`config.mk`:
```
export PLATFORM = sky130hd
export DESIGN_NAME = stable_priority_queue_core_flat
export DESIGN_NICKNAME = d
export VERILOG_FILES = /design/src/rtl/core/spq_pkg.sv /design/src/rtl/core/spq_if.sv /design/src/rtl/core/stable_priority_queue_core.sv /design/src/flat_wrapper.sv
export SDC_FILE = /design/constraint.sdc
export NUM_CORES = 1
export LEC_CHECK = 0
export ABC_CLOCK_PERIOD_IN_PS = 4600
export CAP_MARGIN = 20
export CORE_AREA = 10 10 223 331
export DETAILED_ROUTE_END_ITERATION = 8
export DIE_AREA = 0 0 233 341
export DONT_BUFFER_PORTS = 1
export GPL_TIMING_DRIVEN = 0
export PLACE_DENSITY = 0.49
export SKIP_LAST_GASP = 1
export SLEW_MARGIN = 25
export SYNTH_ARGS = -nofsm -noshare
export SYNTH_HDL_FRONTEND = slang
export SYNTH_SLANG_ARGS = --single-unit
export TNS_END_PERCENT = 5
```
`constraint.sdc`:
```
create_clock -name clk -period 4.6 [get_ports clk]
set_input_delay 0.69 -clock clk [delete_from_list [all_inputs] [get_ports clk]]
set_output_delay 0.69 -clock clk [all_outputs]
set_load 0.01 [all_outputs]
```
`src/rtl/core/spq_pkg.sv`:
```
package spq_pkg;

  localparam int DEPTH_DEF     = 16;
  localparam int PRIO_BITS_DEF = 3;
  localparam int TAG_BITS_DEF  = 16;

  // transaction kind
  localparam logic KIND_INSERT = 1'b0;
  localparam logic KIND_REMOVE = 1'b1;

  typedef enum logic [1:0] {
    ST_OK    = 2'd0,
    ST_FULL  = 2'd1,
    ST_EMPTY = 2'd2
  } spq_status_t;

endpackage

```
`src/rtl/core/spq_if.sv`:
```
interface spq_in_if import spq_pkg::*; #(
  parameter int PRIO_BITS = PRIO_BITS_DEF,
  parameter int TAG_BITS  = TAG_BITS_DEF
);
  logic                 valid;
  logic                 ready;
  logic                 kind;
  logic [PRIO_BITS-1:0] priority_req;
  logic [TAG_BITS-1:0]  tag;

  modport source (output valid, kind, priority_req, tag, input ready);
  modport sink   (input valid, kind, priority_req, tag, output ready);
endinterface

interface spq_out_if import spq_pkg::*; #(
  parameter int DEPTH     = DEPTH_DEF,
  parameter int PRIO_BITS = PRIO_BITS_DEF,
  parameter int TAG_BITS  = TAG_BITS_DEF
);
  localparam int CNT_W = $clog2(DEPTH + 1);

  logic                 valid;
  logic                 ready;
  spq_status_t          status;
  logic [TAG_BITS-1:0]  out_tag;
  logic [PRIO_BITS-1:0] out_priority;
  logic [CNT_W-1:0]     occupancy;

  modport source (output valid, status, out_tag, out_priority, occupancy, input ready);
  modport sink   (input valid, status, out_tag, out_priority, occupancy, output ready);
endinterface

```
`src/rtl/core/stable_priority_queue_core.sv`:
```
// Stable bounded priority queue. Each input transaction is an insert
// (priority, tag) or a remove of the head entry; each gives exactly one
// result transaction with a status, the removed entry (zero otherwise) and
// the occupancy after the operation. Lower priority values leave first and
// equal priorities leave in arrival order. Entries live in one DEPTH-deep
// synchronous RAM used as a ring (head pointer plus count) with one read
// and one write port. One transaction is in work at a time: a remove reads
// the head cell and then moves to S_FINISH; an insert into a full queue, an
// insert into an empty queue or a remove from an empty one goes straight to
// S_FINISH; any other successful insert walks down from the tail and shifts
// up one slot every stored entry with a strictly greater priority value, one
// RAM cell per cycle, before it writes the new entry. A result waits in
// S_FINISH until the output register is free. The output register lets the
// next transaction be accepted while a result still waits to be taken.
module stable_priority_queue_core import spq_pkg::*; #(
  parameter int DEPTH     = DEPTH_DEF,
  parameter int PRIO_BITS = PRIO_BITS_DEF,
  parameter int TAG_BITS  = TAG_BITS_DEF
) (
  input  logic     clk,
  input  logic     rst_n,
  spq_in_if.sink   in_ch,
  spq_out_if.source out_ch
);

  localparam int IDX_W  = $clog2(DEPTH);
  localparam int CNT_W  = $clog2(DEPTH + 1);
  localparam int CELL_W = PRIO_BITS + TAG_BITS;

  typedef enum logic [2:0] {
    S_IDLE,
    S_INS_SCAN,
    S_INS_PUT,
    S_REM_RD,
    S_FINISH
  } state_t;

  // ring index: base + offset, wrapped once at DEPTH
  function automatic logic [IDX_W-1:0] phys(input logic [IDX_W-1:0] base,
                                            input logic [IDX_W-1:0] off);
    logic [IDX_W:0] s;
    s = {1'b0, base} + {1'b0, off};
    if (s >= (IDX_W+1)'(DEPTH)) s = s - (IDX_W+1)'(DEPTH);
    return s[IDX_W-1:0];
  endfunction

  // entry storage
  logic [CELL_W-1:0] mem [DEPTH];
  logic              mem_we;
  logic [IDX_W-1:0]  mem_waddr;
  logic [CELL_W-1:0] mem_wdata;
  logic              mem_re;
  logic [IDX_W-1:0]  mem_raddr;
  logic [CELL_W-1:0] rd_data_r;

  always_ff @(posedge clk) begin
    if (mem_we) mem[mem_waddr] <= mem_wdata;
    if (mem_re) rd_data_r <= mem[mem_raddr];
  end

  state_t               state_r,    state_nxt;
  logic [IDX_W-1:0]     head_r,     head_nxt;
  logic [CNT_W-1:0]     count_r,    count_nxt;
  logic [IDX_W-1:0]     k_r,        k_nxt;      // slot to fill during insert scan
  logic [PRIO_BITS-1:0] ins_prio_r, ins_prio_nxt;
  logic [TAG_BITS-1:0]  ins_tag_r,  ins_tag_nxt;
  spq_status_t          res_st_r,   res_st_nxt;   // pending result
  logic [TAG_BITS-1:0]  res_tag_r,  res_tag_nxt;
  logic [PRIO_BITS-1:0] res_prio_r, res_prio_nxt;
  logic                 out_valid_r, out_valid_nxt;
  spq_status_t          out_st_r,   out_st_nxt;
  logic [TAG_BITS-1:0]  out_tag_r,  out_tag_nxt;
  logic [PRIO_BITS-1:0] out_prio_r, out_prio_nxt;
  logic [CNT_W-1:0]     out_occ_r,  out_occ_nxt;

  logic                 in_fire;
  logic [PRIO_BITS-1:0] cell_prio;
  logic [CELL_W-1:0]    new_cell;

  assign in_ch.ready = (state_r == S_IDLE);
  assign in_fire     = in_ch.valid && in_ch.ready;
  assign cell_prio   = rd_data_r[CELL_W-1:TAG_BITS];
  assign new_cell    = {ins_prio_r, ins_tag_r};

  always_comb begin
    state_nxt     = state_r;
    head_nxt      = head_r;
    count_nxt     = count_r;
    k_nxt         = k_r;
    ins_prio_nxt  = ins_prio_r;
    ins_tag_nxt   = ins_tag_r;
    res_st_nxt    = res_st_r;
    res_tag_nxt   = res_tag_r;
    res_prio_nxt  = res_prio_r;
    out_valid_nxt = out_valid_r;
    out_st_nxt    = out_st_r;
    out_tag_nxt   = out_tag_r;
    out_prio_nxt  = out_prio_r;
    out_occ_nxt   = out_occ_r;
    mem_we        = 1'b0;
    mem_waddr     = '0;
    mem_wdata     = '0;
    mem_re        = 1'b0;
    mem_raddr     = '0;

    if (out_valid_r && out_ch.ready) out_valid_nxt = 1'b0;

    unique case (state_r)
      S_IDLE: begin
        if (in_fire) begin
          ins_prio_nxt = in_ch.priority_req;
          ins_tag_nxt  = in_ch.tag;
          res_tag_nxt  = '0;
          res_prio_nxt = '0;
          res_st_nxt   = ST_OK;
          if (in_ch.kind == KIND_INSERT) begin
            if (count_r == CNT_W'(DEPTH)) begin
              res_st_nxt = ST_FULL;
              state_nxt  = S_FINISH;
            end else if (count_r == '0) begin
              mem_we    = 1'b1;
              mem_waddr = head_r;
              mem_wdata = {in_ch.priority_req, in_ch.tag};
              count_nxt = CNT_W'(1);
              state_nxt = S_FINISH;
            end else begin
              // walk down from the tail
              k_nxt     = count_r[IDX_W-1:0];
              mem_re    = 1'b1;
              mem_raddr = phys(head_r, IDX_W'(count_r - 1'b1));
              state_nxt = S_INS_SCAN;
            end
          end else begin
            if (count_r == '0) begin
              res_st_nxt = ST_EMPTY;
              state_nxt  = S_FINISH;
            end else begin
              mem_re    = 1'b1;
              mem_raddr = head_r;
              state_nxt = S_REM_RD;
            end
          end
        end
      end

      S_INS_SCAN: begin
        // rd_data_r holds logical cell k_r-1
        mem_we    = 1'b1;
        mem_waddr = phys(head_r, k_r);
        if (cell_prio > ins_prio_r) begin
          mem_wdata = rd_data_r;
          k_nxt     = k_r - 1'b1;
          if (k_r == IDX_W'(1)) begin
            state_nxt = S_INS_PUT;
          end else begin
            mem_re    = 1'b1;
            mem_raddr = phys(head_r, k_r - IDX_W'(2));
          end
        end else begin
          mem_wdata = new_cell;
          count_nxt = count_r + 1'b1;
          state_nxt = S_FINISH;
        end
      end

      S_INS_PUT: begin
        // new entry becomes the head
        mem_we    = 1'b1;
        mem_waddr = phys(head_r, k_r);
        mem_wdata = new_cell;
        count_nxt = count_r + 1'b1;
        state_nxt = S_FINISH;
      end

      S_REM_RD: begin
        res_tag_nxt  = rd_data_r[TAG_BITS-1:0];
        res_prio_nxt = cell_prio;
        head_nxt     = phys(head_r, IDX_W'(1));
        count_nxt    = count_r - 1'b1;
        state_nxt    = S_FINISH;
      end

      S_FINISH: begin
        if (!out_valid_r || out_ch.ready) begin
          out_valid_nxt = 1'b1;
          out_st_nxt    = res_st_r;
          out_tag_nxt   = res_tag_r;
          out_prio_nxt  = res_prio_r;
          out_occ_nxt   = count_r;
          state_nxt     = S_IDLE;
        end
      end

      default: state_nxt = S_IDLE;
    endcase
  end

  always_ff @(posedge clk) begin
    if (!rst_n) begin
      state_r     <= S_IDLE;
      head_r      <= '0;
      count_r     <= '0;
      out_valid_r <= 1'b0;
    end else begin
      state_r     <= state_nxt;
      head_r      <= head_nxt;
      count_r     <= count_nxt;
      out_valid_r <= out_valid_nxt;
    end
    k_r        <= k_nxt;
    ins_prio_r <= ins_prio_nxt;
    ins_tag_r  <= ins_tag_nxt;
    res_st_r   <= res_st_nxt;
    res_tag_r  <= res_tag_nxt;
    res_prio_r <= res_prio_nxt;
    out_st_r   <= out_st_nxt;
    out_tag_r  <= out_tag_nxt;
    out_prio_r <= out_prio_nxt;
    out_occ_r  <= out_occ_nxt;
  end

  assign out_ch.valid        = out_valid_r;
  assign out_ch.status       = out_st_r;
  assign out_ch.out_tag      = out_tag_r;
  assign out_ch.out_priority = out_prio_r;
  assign out_ch.occupancy    = out_occ_r;

endmodule
```
`src/flat_wrapper.sv`:
```
// flat-port wrapper written by rule: the top's interface ports become plain ports
module stable_priority_queue_core_flat import spq_pkg::*;
#(
  parameter int DEPTH     = DEPTH_DEF,
  parameter int PRIO_BITS = PRIO_BITS_DEF,
  parameter int TAG_BITS  = TAG_BITS_DEF
)
  (clk, rst_n, in_ch_valid, in_ch_kind, in_ch_priority_req, in_ch_tag, in_ch_ready, out_ch_valid, out_ch_status, out_ch_out_tag, out_ch_out_priority, out_ch_occupancy, out_ch_ready);
  spq_in_if #(.PRIO_BITS(PRIO_BITS), .TAG_BITS(TAG_BITS)) in_ch_i ();
  spq_out_if #(.DEPTH(DEPTH), .PRIO_BITS(PRIO_BITS), .TAG_BITS(TAG_BITS)) out_ch_i ();
  input  logic clk;
  input  logic rst_n;
  input wire logic [$bits(in_ch_i.valid)-1:0] in_ch_valid;
  input wire logic [$bits(in_ch_i.kind)-1:0] in_ch_kind;
  input wire logic [$bits(in_ch_i.priority_req)-1:0] in_ch_priority_req;
  input wire logic [$bits(in_ch_i.tag)-1:0] in_ch_tag;
  output wire logic [$bits(in_ch_i.ready)-1:0] in_ch_ready;
  output wire logic [$bits(out_ch_i.valid)-1:0] out_ch_valid;
  output wire logic [$bits(out_ch_i.status)-1:0] out_ch_status;
  output wire logic [$bits(out_ch_i.out_tag)-1:0] out_ch_out_tag;
  output wire logic [$bits(out_ch_i.out_priority)-1:0] out_ch_out_priority;
  output wire logic [$bits(out_ch_i.occupancy)-1:0] out_ch_occupancy;
  input wire logic [$bits(out_ch_i.ready)-1:0] out_ch_ready;
  assign in_ch_i.valid = in_ch_valid;
  assign in_ch_i.kind = in_ch_kind;
  assign in_ch_i.priority_req = in_ch_priority_req;
  assign in_ch_i.tag = in_ch_tag;
  assign in_ch_ready = in_ch_i.ready;
  assign out_ch_valid = out_ch_i.valid;
  assign out_ch_status = out_ch_i.status;
  assign out_ch_out_tag = out_ch_i.out_tag;
  assign out_ch_out_priority = out_ch_i.out_priority;
  assign out_ch_occupancy = out_ch_i.occupancy;
  assign out_ch_i.ready = out_ch_ready;
  stable_priority_queue_core #(.DEPTH(DEPTH), .PRIO_BITS(PRIO_BITS), .TAG_BITS(TAG_BITS)) u_core (.clk(clk), .rst_n(rst_n), .in_ch(in_ch_i), .out_ch(out_ch_i));
endmodule
```
# ---- Word level (Yosys, flattened, before mapping)
# Memory sizes are Yosys's and may differ from the RTL's. A register that Yosys moved wholly into a read port is not among the register bits.
# Index checks and enable logic that the tools add are counted.
dict set report classes {
  n_addsub 12
  magnitude_cmp 5
  mux 68
  n_reduce_logical 17
  eq_ne 15
}
# cell n
set ops {}
lappend ops {{$mux 19} 5}
lappend ops {{$mux 4} 20}
lappend ops {{$pmux 19 s3} 1}
lappend ops {{$pmux 16 s2} 1}
lappend ops {{$mux 3} 9}
lappend ops {{$mux 5} 5}
lappend ops {{$pmux 4 s2} 3}
lappend ops {{$ge 5x5->1 const B} 4}
lappend ops {{$pmux 5 s4} 1}
lappend ops {{$sub 4x1->4 const B} 5}
lappend ops {{$mux 1} 16}
lappend ops {{$mux 16} 1}
lappend ops {{$add 4x4->5} 3}
lappend ops {{$ne 2x2->1 const B} 6}
lappend ops {{$pmux 3 s4} 1}
lappend ops {{$reduce_and 6->1} 2}
lappend ops {{$eq 3x2->1 const B} 2}
lappend ops {{$pmux 3 s2} 1}
lappend ops {{$reduce_and 2->1} 3}
lappend ops {{$add 4x1->5 const B} 1}
lappend ops {{$add 5x1->5 const B} 1}
lappend ops {{$eq 5x5->1 const B} 1}
lappend ops {{$logic_not 5->1} 1}
lappend ops {{$sub 5x1->5 const B} 1}
lappend ops {{other kinds (17)} 23}
dict set report word_totals {
  elab_cells 132
  memories 1
  inputBits 24
  ff_bits 83
  ram_bits 304
}
# name words word_bits rd rd_ports_with_merged_regs write_ports line_no
set mem_list {}
lappend mem_list {u_core.mem 16 19 1 1 1 stable_priority_queue_core.sv:48} ;# logic [CELL_W-1:0] mem [DEPTH];

# ---- Depth between registers and ports, before layout
# Gate-level depths: netlist (run 1).
dict set report logic_depth {
  ltp_word 9
  depth_mapped 13
}

# ---- Worst setup path before layout (run 1)
# No wires, ideal clock.
dict set report synth_path {
  kind {input port to flip-flop}
  start {input in_ch_valid}
  end {memory u_core.mem[13][0] (netlist name), enable pin}
  n_path_buf 1
  path_slack_ns 1.100
  cell_stages 7
  t_arrival_ns 3.103
  setup_time_ns 0.397
  path_cell_list {or4b_1 -> buf_2 -> nor4_2 -> o21bai_1 -> a22o_1 -> and2_1 -> nor2b_1}
}
dict set report synth_between {
  elab_chain_len 5
  word_cells_on_any_way 7
  classes_between {mux: 6; reduce/logical: 1}
}
# item line_no
set synth_lines {}
lappend synth_lines {{start: declaration} flat_wrapper.sv:13} ;# input wire logic [$bits(in_ch_i.valid)-1:0] in_ch_valid;
lappend synth_lines {{$logic_and 1x1->1 (*)} stable_priority_queue_core.sv:81} ;# assign in_fire = in_ch.valid && in_ch.ready;
lappend synth_lines {{$mux 1} stable_priority_queue_core.sv:110} ;# if (in_fire) begin
lappend synth_lines {{$pmux 1 s2} stable_priority_queue_core.sv:108} ;# unique case (state_r)
lappend synth_lines {{$mux 1} stable_priority_queue_core.sv:57} ;# if (mem_we) mem[mem_waddr] <= mem_wdata;
lappend synth_lines {{$mux 1 (implied by the code)} stable_priority_queue_core.sv:57}
lappend synth_lines {{end: declaration} stable_priority_queue_core.sv:48}
# Mark *: on every way between the ends. The rest lies on a longest branch, timed or not.

# ---- Worst setup path after layout (run 1)
dict set report layout_path {
  start {register u_core.state_r[1]}
  end {register u_core.rd_data_r[8], read port of u_core.mem, data pin}
}
dict set report layout_between {
  elab_chain_len 4
  word_cells_on_any_way 7
  classes_between {eq/ne: 1; mux: 4; reduce/logical: 2}
}
# item line_no
set layout_lines {}
lappend layout_lines {{start: declaration} stable_priority_queue_core.sv:61} ;# state_t state_r, state_nxt;
lappend layout_lines {{start signal: assignment} stable_priority_queue_core.sv:205} ;# state_r <= state_nxt;
lappend layout_lines {{$logic_not 3->1} {stable_priority_queue_core.sv:80, stable_priority_queue_core.sv:108}}
lappend layout_lines {{$logic_and 1x1->1} stable_priority_queue_core.sv:81}
lappend layout_lines {{$mux 4 / $mux 1 (equally long branches)} stable_priority_queue_core.sv:110}
lappend layout_lines {{$pmux 4 s2 / $pmux 1 s2 (equally long branches)} stable_priority_queue_core.sv:108}
lappend layout_lines {{end: declaration} stable_priority_queue_core.sv:54} ;# logic [CELL_W-1:0] rd_data_r;
# Several ways; a longest one is shown, not always the timed one.
# A chain may end at the register's enable or synchronous reset.

==> run_results.csv, run 1 <==
group,metric,value,unit
hold_path,hold_class,"input pin to register",
run,maxCapViolCount,0,
timing,finalHoldViolCount,0,
finish,stdcell_count,2047,
synthesis,synth_nets,1126,
drt,first_pass_iters,6,
global_route,grt_max_degree,27,
drt,drt_iter0_drc,629,
clock_tree,cts.clk_slew.worst_paths,0.07,ns
pwr,power_frac_comb,28.4,%
global_route,grt_pass1_vias,9533,
timing,max_freq,0.248,GHz
global_route,grt_pass1_wl,62.3,mm
setup_path,crit_path_end_kind,"register",
drt,vias_per_cell,4.55,
floorplan,die_h,341,um
drt,drcViolationCount,0,
setup_path,cp_slowest_cell,"clkbuf_1",
finish,layout-drive-gt1-share,11.3,%
synthesis,syn_area,16800,um2
floorplan,die_area,79500,um2
pwr,pwr-share-seq,45.3,%
clock_tree,postCtsSetupBuffers,0,
setup_path,cp_top_family,"buffers and inverters",
place,placed_cells,1980,
synthesis,syn_inst,1080,
pwr,swShare,33.4,%
finish,fin_nets,1173,
drt,ant_nets,0,
synthesis,ys_ff_latch,406,
synthesis,synth-main-ff-cell,"edfxtp_1",
synthesis,synth_warnings,0,
floorplan,row_count,117,
clock_tree,worstSkewPairLatency,0.57,ns
clock_tree,post_cts_resized,0,
clock_tree,hold_buffers,0,
clock_tree,cts-htree-levels,2,
place,place_hpwl,29.9,mm
setup_path,start_kind,"register",
timing,rsz0062_at_grt,"false",
finish,area_growth,15.6,%
clock_tree,clock-sinks,406,
setup_path,path_common_cell,"clkbuf_1",
timing,relSlewSlack,31.6,%
clock_tree,cts_buffers,37,
place,port_buffers,0,
setup_path,cp_num_buf_inv,5,
setup_path,crit_fanout,24,
pwr,p_total,0.0117,W
setup_path,worstPathArrival,4.33,ns
timing,finClkSkew,0.0253,ns
setup_path,critPathRequiredTime,4.89,ns
synthesis,ys_seq_area_share,71.9,%
floorplan,dieWidth,233,um
clock_tree,cts_buffer_depth,3,
synthesis,synth_common_cells,"edfxtp_1, nor2b_1, a211oi_1, mux2i_1, nand2_1",
timing,setup_viol,0,
drt,finalWirelength,42.3,mm
clock_tree,root_buffer,"clkbuf_16",
synthesis,synth-async-reset-ratio,0,%
floorplan,coreArea,67600,um2
synthesis,yosysTopAreaCell,"edfxtp_1",
pwr,cellPowerDensity,603,nW/um2
place,gp_congestion,0.789,
synthesis,synth.most_common_cell,"edfxtp_1",
synthesis,avgSynthCellArea,15.5,um2
timing,min_period,4.04,ns
synthesis,ys_types,59,
global_route,grt-ovfl-total,0,
pwr,p_int,0.00780,W
drt,vias,9317,
pwr,pwr-share-clk,26.3,%
outcome,outcome,"finished clean",
timing,finalCritPeriodShare,87.8,%
timing,slew_viol_final,0,
pwr,ir_drop,0.332,mV
setup_path,critical_path.cell_chain,"clkbuf_1, or4b_1, buf_2, inv_2, a32oi_1, a21boi_1, buf_4, nor2_4, clkbuf_1, a221oi_1, a32o_1",
setup_path,critPathMaxStageDelay,0.51,ns
synthesis,yosysTopAreaCellShare,70.3,%
finish,antenna_cells,0,
clock_tree,cts_tree,"yes",
synthesis,synth_edf_count,393,
pwr,p_leak,6.53,nW
floorplan,io_pins,52,
global_route,antenna_found_initial,0,
setup_path,critical_path_class,"register to register",
finish,final_core_util,28.7,%
pwr,power.switching,0.00391,W
floorplan,start_util,24.8,%
timing,worst_slew_pin_slew,1.02,ns
global_route,grt_usage,10.4,%
drt,wire_per_inst,20.6,um
synthesis,yosys-top-cells-area,"edfxtp_1, mux2i_1, a211oi_1, nor2b_1, dfxtp_1",
[through the flow]
stage | cell area [um2] | setup WS [ns] | hold WS, ns | TNS, ns
floorplan | 16800 | 1.10 | 0.400 | 0
detailed placement | 18200 | 0.359 | 0.405 | 0
global placement | 17900 | -0.373 | 0.402 | -44.98
CTS | 19400 | 0.526 | 0.196 | 0
finish | 19400 | 0.560 | 0.228 | 0
global route | 19400 | 0.350 | 0.207 | 0
[layer usage]
metal | share of wire (%) | vias up | GRT usage, %
met4 | 2.4 | 0 | 3.65
li1 | - | 4304 | -
met3 | 3.8 | 59 | 1.33
met5 | 0 | - | 0
met1 | 39 | 4739 | 11.3
met2 | 55 | 215 | 20.0
[area by class of cell]
cell class,count,area (um2)
Buffer,70,410
Sequential cell,406,12100
Inverter,40,150
Timing Repair Buffer,8,163
Clock inverter,25,216
Fill cell,6817,48200
Clock buffer,42,966
Multi-Input combinational cell,564,4310
Tap cell,892,1120
[cell usage in the layout (no fill, tap or decap), types with 14 or more instances in the layout]
master     synthesis  layout
edfxtp_1         393     393
a221oi_1          18      18
a32oi_1           20      20
clkbuf_1          26      30
nand2_1           57      57
inv_1             40      39
a211oi_1          73      73
o21ai_1           23      24
ha_1              19      19
buf_4             13      14
a222oi_1          19      19
buf_2             19      20
mux2i_1           69      69
nor2b_1           79      75
clkbuf_16          0      38
a21oi_1           14      14
a32o_1            21      21
o21ai_0           19      18
and2_1            26      26
[path summary, 6_finish.rpt]
| kind | from | end | slack, ns | cells past startpoint |
|---|---|---|---|---|
| worst min-delay path | in_ch_tag[4] | u_core.ins_tag_r[4] | 0.23 | 0 |
| worst max register to register | u_core.state_r[1] | u_core.rd_data_r[8] | 0.56 | 11 |
| worst max-delay path | u_core.state_r[1] | u_core.rd_data_r[8] | 0.56 | 11 |
| worst min register to register | u_core.res_prio_r[1] | u_core.out_ch.out_priority[1] | 0.42 | 0 |
[power by group through the flow]
| stage | clock [W] | combinational, W | sequential (W) |
|---|---|---|---|
| floorplan | 0 | 0.00213 | 0.00530 |
| global placement | 0 | 0.00320 | 0.00539 |
| detailed placement | 0 | 0.00335 | 0.00539 |
| CTS | 0.00315 | 0.00337 | 0.00532 |
| global route | 0.00328 | 0.00362 | 0.00535 |
| finish | 0.00307 | 0.00333 | 0.00530 |
[logic make-up after synthesis]
logic type      share of synthesized area [%]
compound gates                           11.0
simple gates                             6.93
fa+ha+maj                                1.77
mux                                      4.12
buf+inv                                  3.34
xor+xnor                                0.939
flops                                    71.9
[flip-flops by register name, indices dropped and copies added, names as in the netlist, 4 cells and up]
register,cells
u_core.k_r,4
u_core.count_r,5
u_core.ins_tag_r,16
u_core.out_ch.out_tag,16
u_core.res_tag_r,16
u_core.head_r,4
u_core.out_ch.occupancy,5
u_core.rd_data_r,19
u_core.mem,304
[worst register-to-register path: stages (launching register included)]
cell and delay, ns:
dfxtp_1 0.30, clkbuf_1 0.18, or4b_1 0.48, buf_2 0.20, inv_2 0.49, a32oi_1 0.32
a21boi_1 0.22, buf_4 0.21, nor2_4 0.26, clkbuf_1 0.51, a221oi_1 0.30, a32o_1 0.31
No activity file was read; power rests on OpenSTA's default activity.
==> inputs of run 2 (changes only) <==
CORE_AREA = 10 10 207 356   (was 10 10 223 331)
DIE_AREA = 0 0 217 366   (was 0 0 233 341)
==> run_results.csv, run 2 (synthesis gave the netlist of run 1 again) <==
group,metric,value,unit
clock_tree,cts_buffer_depth,3,
place,place_hpwl,31.6,mm
floorplan,coreArea,67500,um2
finish,regMostFlops,"u_core.mem",
finish,largest_reg_flops,304,
drt,finalWirelength,43.4,mm
finish,reg.largest.list,"u_core.mem: 304 flops, u_core.rd_data_r: 19 flops",
finish,final_core_util,28.7,%
global_route,grt-ovfl-total,0,
drt,drcViolationCount,0,
clock_tree,post_cts_resized,0,
setup_path,crit_end,"u_core.rd_data_r[8]",
clock_tree,hold_buffers,0,
timing,max_freq,0.246,GHz
pwr,cellPowerDensity,593,nW/um2
setup_path,rr_worst_depth,11,
drt,ant_nets,0,
floorplan,die_h,366,um
global_route,grt_usage,10.7,%
setup_path,cp_top_family,"buffers and inverters",
timing,timing.hold.ws,0.234,ns
finish,stdcell_count,2047,
drt,vias,9297,
drt,vias_per_cell,4.54,
timing,finClkSkew,0.0192,ns
clock_tree,cts_tree,"yes",
finish,area_growth,15.4,%
floorplan,io_pins,52,
setup_path,crit_path_end_kind,"register",
setup_path,worstPathArrival,4.37,ns
timing,rsz0062_at_grt,"false",
timing,relSlewSlack,32.2,%
setup_path,ff2ff_setup_slack,0.53,ns
setup_path,start_kind,"register",
global_route,grt_max_degree,27,
finish,layout_commonest_cell,"edfxtp_1",
drt,drt_iter0_drc,669,
finish,fin_nets,1175,
timing,tns,0,ns
floorplan,dieWidth,217,um
place,gp_congestion,0.781,
setup_path,critPathMaxStageDelay,0.54,ns
clock_tree,postCtsSetupBuffers,0,
global_route,antenna_found_initial,0,
setup_path,rr_endpoint,"u_core.rd_data_r[8]",
hold_path,hold_class,"input pin to register",
floorplan,row_count,126,
clock_tree,cts.clk_slew.worst_paths,0.07,ns
timing,finalCritPeriodShare,88.4,%
setup_path,cp_slowest_cell,"clkbuf_1",
drt,wire_per_inst,21.2,um
finish,final_cell_mix,"edfxtp_1, nor2b_1, a211oi_1",
timing,finalHoldViolCount,0,
pwr,p_leak,6.49,nW
floorplan,die_area,79400,um2
setup_path,critical_path_class,"register to register",
timing,worst_slew_pin_slew,1.01,ns
global_route,grt_pass1_vias,9856,
setup_path,critPathRequiredTime,4.90,ns
place,port_buffers,0,
timing,min_period,4.07,ns
finish,antenna_cells,0,
setup_path,critical_path.cell_chain,"clkbuf_1, or4b_1, buf_2, inv_2, a32oi_1, a21boi_1, buf_4, nor2_4, clkbuf_1, a221oi_1, a32o_1",
run,maxCapViolCount,0,
drt,first_pass_iters,6,
global_route,grt_pass1_wl,64.3,mm
pwr,p_total,0.0115,W
floorplan,start_util,24.9,%
outcome,outcome,"finished clean",
setup_path,path_common_cell,"clkbuf_1",
clock_tree,cts_buffers,36,
clock_tree,worstSkewPairLatency,0.55,ns
pwr,ir_drop,0.239,mV
setup_path,cp_num_buf_inv,5,
place,placed_cells,1987,
clock_tree,clock-sinks,406,
setup_path,worst-path-stages,11,
clock_tree,cts-htree-levels,2,
timing,setup_viol,0,
timing,slew_viol_final,0,
setup_path,timing.rr.start,"u_core.state_r[1]",
clock_tree,root_buffer,"clkbuf_16",
setup_path,crit_fanout,24,
finish,layout-drive-gt1-share,10.9,%
setup_path,startpoint,"u_core.state_r[1]",
[run 2: changes by cell type in the layout (fill, tap and decap cells not counted), sizes merged]
| cell | change |
|---|---|
| bufinv | -1 |
| clkinvlp | +1 |
| clkinv | -9 |
| buf | +3 |
| clkbuf | +2 |
[run 2: worst reg2reg max path, stage by stage, from the launching register on]
cell,delay (ns)
dfxtp_1,0.30
clkbuf_1,0.19
or4b_1,0.50
buf_2,0.20
inv_2,0.49
a32oi_1,0.33
a21boi_1,0.22
buf_4,0.20
nor2_4,0.26
clkbuf_1,0.54
a221oi_1,0.30
a32o_1,0.30
[run 2: layout make-up]
cell class	count	area, um2
flip-flops and latches	406	12100
clock buffers	44	931
well taps	896	1120
fillers	6840	48100
plain buffers	70	410
multi-input cells	564	4310
repair buffers	11	238
clock inverters	16	138
inverters	40	150
[run 2: metal layers]
| metal | part of all wire, % | global-route usage (%) | vias up |
|---|---|---|---|
| met2 | 58 | 21.7 | 221 |
| met3 | 3.6 | 1.58 | 64 |
| met1 | 35 | 10.5 | 4723 |
| met4 | 2.7 | 3.94 | 0 |
| met5 | 0 | 0 | - |
| li1 | - | - | 4289 |
[run 2: report_power, final]
group	switching [W]	internal (W)	total, W
clock network	0.00132	0.00155	0.00287
logic	0.00229	0.00102	0.00332
registers	0.000232	0.00507	0.00531
[run 2: worst min path at each step]
| stage | start | end | slack [ns] | cells after the start |
|---|---|---|---|---|
| floorplan | u_core.res_prio_r[0] | u_core.out_ch.out_priority[0] | 0.40 | 0 |
| global placement | u_core.res_tag_r[4] | u_core.out_ch.out_tag[4] | 0.40 | 0 |
| finish | in_ch_priority_req[0] | u_core.ins_prio_r[0] | 0.23 | 0 |
| CTS | in_ch_tag[6] | u_core.ins_tag_r[6] | 0.21 | 0 |
| detailed placement | u_core.res_tag_r[0] | u_core.out_ch.out_tag[0] | 0.41 | 0 |
| global route | in_ch_tag[9] | u_core.ins_tag_r[9] | 0.22 | 0 |
[run 2: per-stage QoR]
step	worst slack [ns]	instance area, um2
2_1_floorplan	1.10	16800
3_3_place_gp	-0.324	17900
3_5_place_dp	0.308	18300
4_1_cts	0.473	19400
5_1_grt	0.332	19400
6_report	0.533	19400
